`config.mk`:
```
export PLATFORM = sky130hd
export DESIGN_NAME = imq_ram
export DESIGN_NICKNAME = d
export VERILOG_FILES = /design/src/hw/rtl/indexed_max_heap_queue_core_macros.svh /design/src/hw/rtl/imq_ram.sv
export SDC_FILE = /design/constraint.sdc
export NUM_CORES = 1
export LEC_CHECK = 0
export BUFFER_PORTS_ARGS = -buffer_cell sky130_fd_sc_hd__buf_2
export CAP_MARGIN = 20
export CELL_PAD_IN_SITES_DETAIL_PLACEMENT = 0
export CELL_PAD_IN_SITES_GLOBAL_PLACEMENT = 1
export CORE_MARGIN = 1
export CORE_UTILIZATION = 44
export CTS_BUF_LIST = sky130_fd_sc_hd__clkbuf_2
export DETAILED_ROUTE_END_ITERATION = 8
export PLACE_DENSITY_LB_ADDON = 0.1
export SLEW_MARGIN = 5
export SYNTH_ARGS = -nofsm -noshare
export SYNTH_HDL_FRONTEND = slang
export SYNTH_SLANG_ARGS = --single-unit
```
`constraint.sdc`:
```
create_clock -name clock -period 2.5 [get_ports clock]
set_input_delay 0.375 -clock clock [delete_from_list [all_inputs] [get_ports clock]]
set_output_delay 0.375 -clock clock [all_outputs]
set_load 0.02 [all_outputs]
```
`src/hw/rtl/indexed_max_heap_queue_core_macros.svh`:
```
// Assertion macros for the indexed max-heap queue.
// Included by the RTL files that carry concurrent assertions.
`ifndef INDEXED_MAX_HEAP_QUEUE_CORE_MACROS_SVH
`define INDEXED_MAX_HEAP_QUEUE_CORE_MACROS_SVH
`ifndef NO_ASSERTIONS
`define IMQ_ASSERT_IMP(lbl, clk, rst, ant, con) \
   lbl: assert property (@(posedge clk) disable iff (rst) (ant) |-> (con)) \
      else $error("assertion failed");
`define IMQ_ASSERT_NXT(lbl, clk, rst, ant, con) \
   lbl: assert property (@(posedge clk) disable iff (rst) (ant) |=> (con)) \
      else $error("assertion failed");
`else
`define IMQ_ASSERT_IMP(lbl, clk, rst, ant, con)
`define IMQ_ASSERT_NXT(lbl, clk, rst, ant, con)
`endif
`endif

```
`src/hw/rtl/imq_ram.sv`:
```
// Generic simple dual-port RAM: one write port, one registered read port.
// No dependencies.
`default_nettype none
module imq_ram #(
   parameter int WIDTH = 8,
   parameter int DEPTH = 16
) (
   input  wire logic                     clock,
   input  wire logic                     wr_en,
   input  wire logic [$clog2(DEPTH)-1:0] wr_addr,
   input  wire logic [WIDTH-1:0]         wr_data,
   input  wire logic [$clog2(DEPTH)-1:0] rd_addr,
   output logic [WIDTH-1:0]              rd_data
);
   logic [WIDTH-1:0] mem [DEPTH];

   always_ff @(posedge clock) begin
      if (wr_en) begin
         mem[wr_addr] <= wr_data;
      end
      rd_data <= mem[rd_addr];
   end
endmodule
`default_nettype wire
```
# After elaboration in Yosys (flattened, before gate mapping)
# Memories as Yosys holds them, arrays and structs flattened. A register that Yosys moved wholly into a read port is not among the register bits.
# Cells that the tools add are included.
# Widths: inputs -> output; s select.
# totals
regBits,0
ram_bits,128
in_bits,18
out_inout_bits,8
word_cells,3
memories,1
# memory_table
memory,words,word_bits,rd,rd_clocked_by_memory_dff,wr,line_no,text
mem,16,8,1,1,1,imq_ram.sv:15,logic [WIDTH-1:0] mem [DEPTH];
# op_classes
mux,2
# ops
operator,n
$mux 1,2

# Logic depth before layout (Yosys ltp)
# depth
depth_word,2
depth_mapped,5
mapped_depth_nobuf,3

# Least setup slack after synthesis
# No wires, ideal clock.
# synth_timing
kind,input -> register
from,in wr_addr[2]
to,"mem mem[0][0], enable pin"
setup_time_ns,0.383
arrival_time_ns,1.485
required_time_ns,2.117
slack_ns,0.632
cell_stages,2
n_path_buf,0
cell_sequence,or3b_2 nor3_1
# synth_lines
item,line_no,text
"start, declared",imq_ram.sv:10,"input wire logic [$clog2(DEPTH)-1:0] wr_addr,"
"end, declared",imq_ram.sv:15,
# No word-level cell before the write port.

# Worst setup path in the final report
# layout_timing
from,reg rd_data[4] (read register of mem)
to,out rd_data[4]
# layout_lines
item,line_no,text
"start, declared",imq_ram.sv:13,output logic [WIDTH-1:0] rd_data
# No word-level cell between the ends.

==> out/metrics.yaml <==
fp.dieH_um: 110.2
synth_common_cells: "edfxtp_1 (128), mux4_2 (18), a22oi_1 (16)"
hold_path.class: "in -> reg"
cts.sinks: 136
synth-seq-cells: 136
p_total_uw: 3902
synthTopCellsByArea: "edfxtp_1 (75%), mux4_2 (7.9%), mux4_1 (7.1%)"
portBuffers: 25
syn-num-nets: 247
cp_cell_sequence: "buf_2"
gp_congestion: 0.7172
period_needed_ns: 1.632
fin_cells: 444
cts.clk_slew.worst_paths_ns: 0.17
synth_most_common_cell: "edfxtp_1"
period_share_pct: 65.28
grt_setup_unrepaired: "false"
cts_tree: "done"
ys.flop_type: "edfxtp_1"
crit_path_end_kind: "output port"
synth_edf_count: 128
cts_root_buf: "clkbuf_2"
drv_cap: 0
cp_max_fo: 1
netlist_area_um2: 5147
crit_family: "flip-flops"
vias_per_cell: 5.288
postCtsSetupBuffers: 0
yosysWarnings: 0
crit_buf_inv: 1
slew-limit-headroom_pct: 53.43
ir_worst_vdd_mv: 0.3533
p_leak_uw: 0.001969
dp_slack_ns: 0.6257
finalInstanceArea_um2: 5777
area_delta_synth_final_pct: 12.23
dieArea_um2: 12140
num_vias: 2348
track_usage_pct: 17.93
max_freq_mhz: 612.7
power_density_nw_per_um2: 675.5
antenna_cells: 0
dpl-instance-area_um2: 5533
postSynth.asyncResetShare_pct: 0
drc: 0
first_pass_iters: 4
initialDrtViolationCount: 128
timing_hold_violations_final: 0
cts_buffers: 17
fp.dieW_um: 110.2
setup_tns_ns: 0
drive_gt1_share_pct: 31.23
netlist.area_leader.share_pct: 74.67
clockBufferDepth: 2
gr-total-overflow: 0
cp_slowest_cell: "dfxtp_1"
synth_top_area_cell: "edfxtp_1"
core_um2: 11420
wl_per_cell_um: 21.65
cts.repair.resized: 0
required_ns: 2.12
status: "finished clean"
grt_max_degree: 33
grt_pass1_wl_um: 14190
cts_htree_levels: 4
path_class: "reg -> out"
num_rows: 39
ios: 26
finalNetCount: 306
setup_viol: 0
final_max_slew_viol_count: 0
cp.arrival_ns: 1.26
holdBufCountCts: 5
antenna_found_initial: 0
finalWirelength_um: 9611
ant_nets: 0
fin_ws_ns: 0.8680
grt_pass1_vias: 2360
clk_latency_ns: 0.67
initial_core_util_pct: 45.08
post-dp-hpwl_um: 6113
place_inst: 406
avgSynthCellArea_um2: 22.48
synthCells: 229
yosysUniqueCellTypes: 19
worst_pin_slew_ns: 0.6971
slowest_delay_ns: 0.41
yosysSeqAreaShare_pct: 77.78
clock_skew_ns: 0.02653
worstSetupStartpointType: "flop"
==> per-stage QoR <==
stage / utilization [%] / hold slack, ns
4_1_cts: 50.50 / 0.002211
3_3_place_gp: 48.46 / 0.6613
6_report: 50.59 / 0.07348
5_1_grt: 50.59 / 0.002524
3_5_place_dp: 48.46 / 0.6735
2_1_floorplan: - / 0.4739
==> final timing paths <==
| check | startpoint | endpoint | slack [ns] | cells after the start |
|---|---|---|---|---|
| min reg2reg | mem[10][6] | rd_data[6] | 0.70 | 3 |
| min | wr_data[6] | mem[2][6] | 0.07 | 1 |
| max reg2reg | mem[8][4] | rd_data[4] | 1.12 | 3 |
| max | rd_data[4] | rd_data[4] | 0.87 | 1 |
==> kinds of logic (layout without fill, tap and decap cells) <==
| logic type | Yosys count | count (layout) | share of synthesized area (%) |
|---|---|---|---|
| multiplexers | 32 | 32 | 15.02 |
| AND/OR/NAND/NOR | 35 | 35 | 3.184 |
| buffers and inverters | 10 | 82 | 1.677 |
| AO/OA/AOI/OAI | 16 | 16 | 2.334 |
| flip-flops | 136 | 136 | 77.78 |
==> routing by layer <==
| metal | share of wire, % | GRT usage, % | vias to the layer above |
|---|---|---|---|
| met5 | 0 | 0 | - |
| met4 | 1.9 | 8.177 | 0 |
| met3 | 3.5 | 4.938 | 12 |
| met2 | 49 | 27.50 | 46 |
| met1 | 45 | 24.03 | 1197 |
| li1 | - | - | 1093 |
==> area by class of cell <==
class	instances	area (µm²)
Fill cell	974	5642
Sequential cell	136	4004
Multi-Input combinational cell	83	1057
Timing Repair Buffer	50	352.8
Tap cell	143	178.9
Clock buffer	26	130.1
Clock inverter	6	53.80
==> placed cells by master (no fill, tap or decap), types with 2 or more instances in the layout <==
| master | synthesis | routed |
|---|---|---|
| dlygate4sd3_1 | 0 | 6 |
| nand2_1 | 9 | 9 |
| mux4_1 | 14 | 14 |
| dfxtp_1 | 8 | 8 |
| buf_2 | 3 | 25 |
| mux4_2 | 18 | 18 |
| edfxtp_1 | 128 | 128 |
| clkinv_2 | 0 | 4 |
| nor2_1 | 13 | 13 |
| clkbuf_2 | 0 | 26 |
| a22oi_1 | 16 | 16 |
| nand3b_1 | 2 | 2 |
| nor3_1 | 4 | 4 |
| buf_4 | 1 | 17 |
| buf_12 | 0 | 2 |
| nand2b_1 | 2 | 2 |
==> sequential cells by signal, summed over array words and instances (netlist names) <==
register and flops:
mem 128, rd_data 8
==> where the power goes <==
group,switching (µW),total [µW],internal (µW)
Clock,699,1090,386
Combinational,147,255,109
Sequential,16.6,2560,2550
Power figures use the tool's default switching activity.
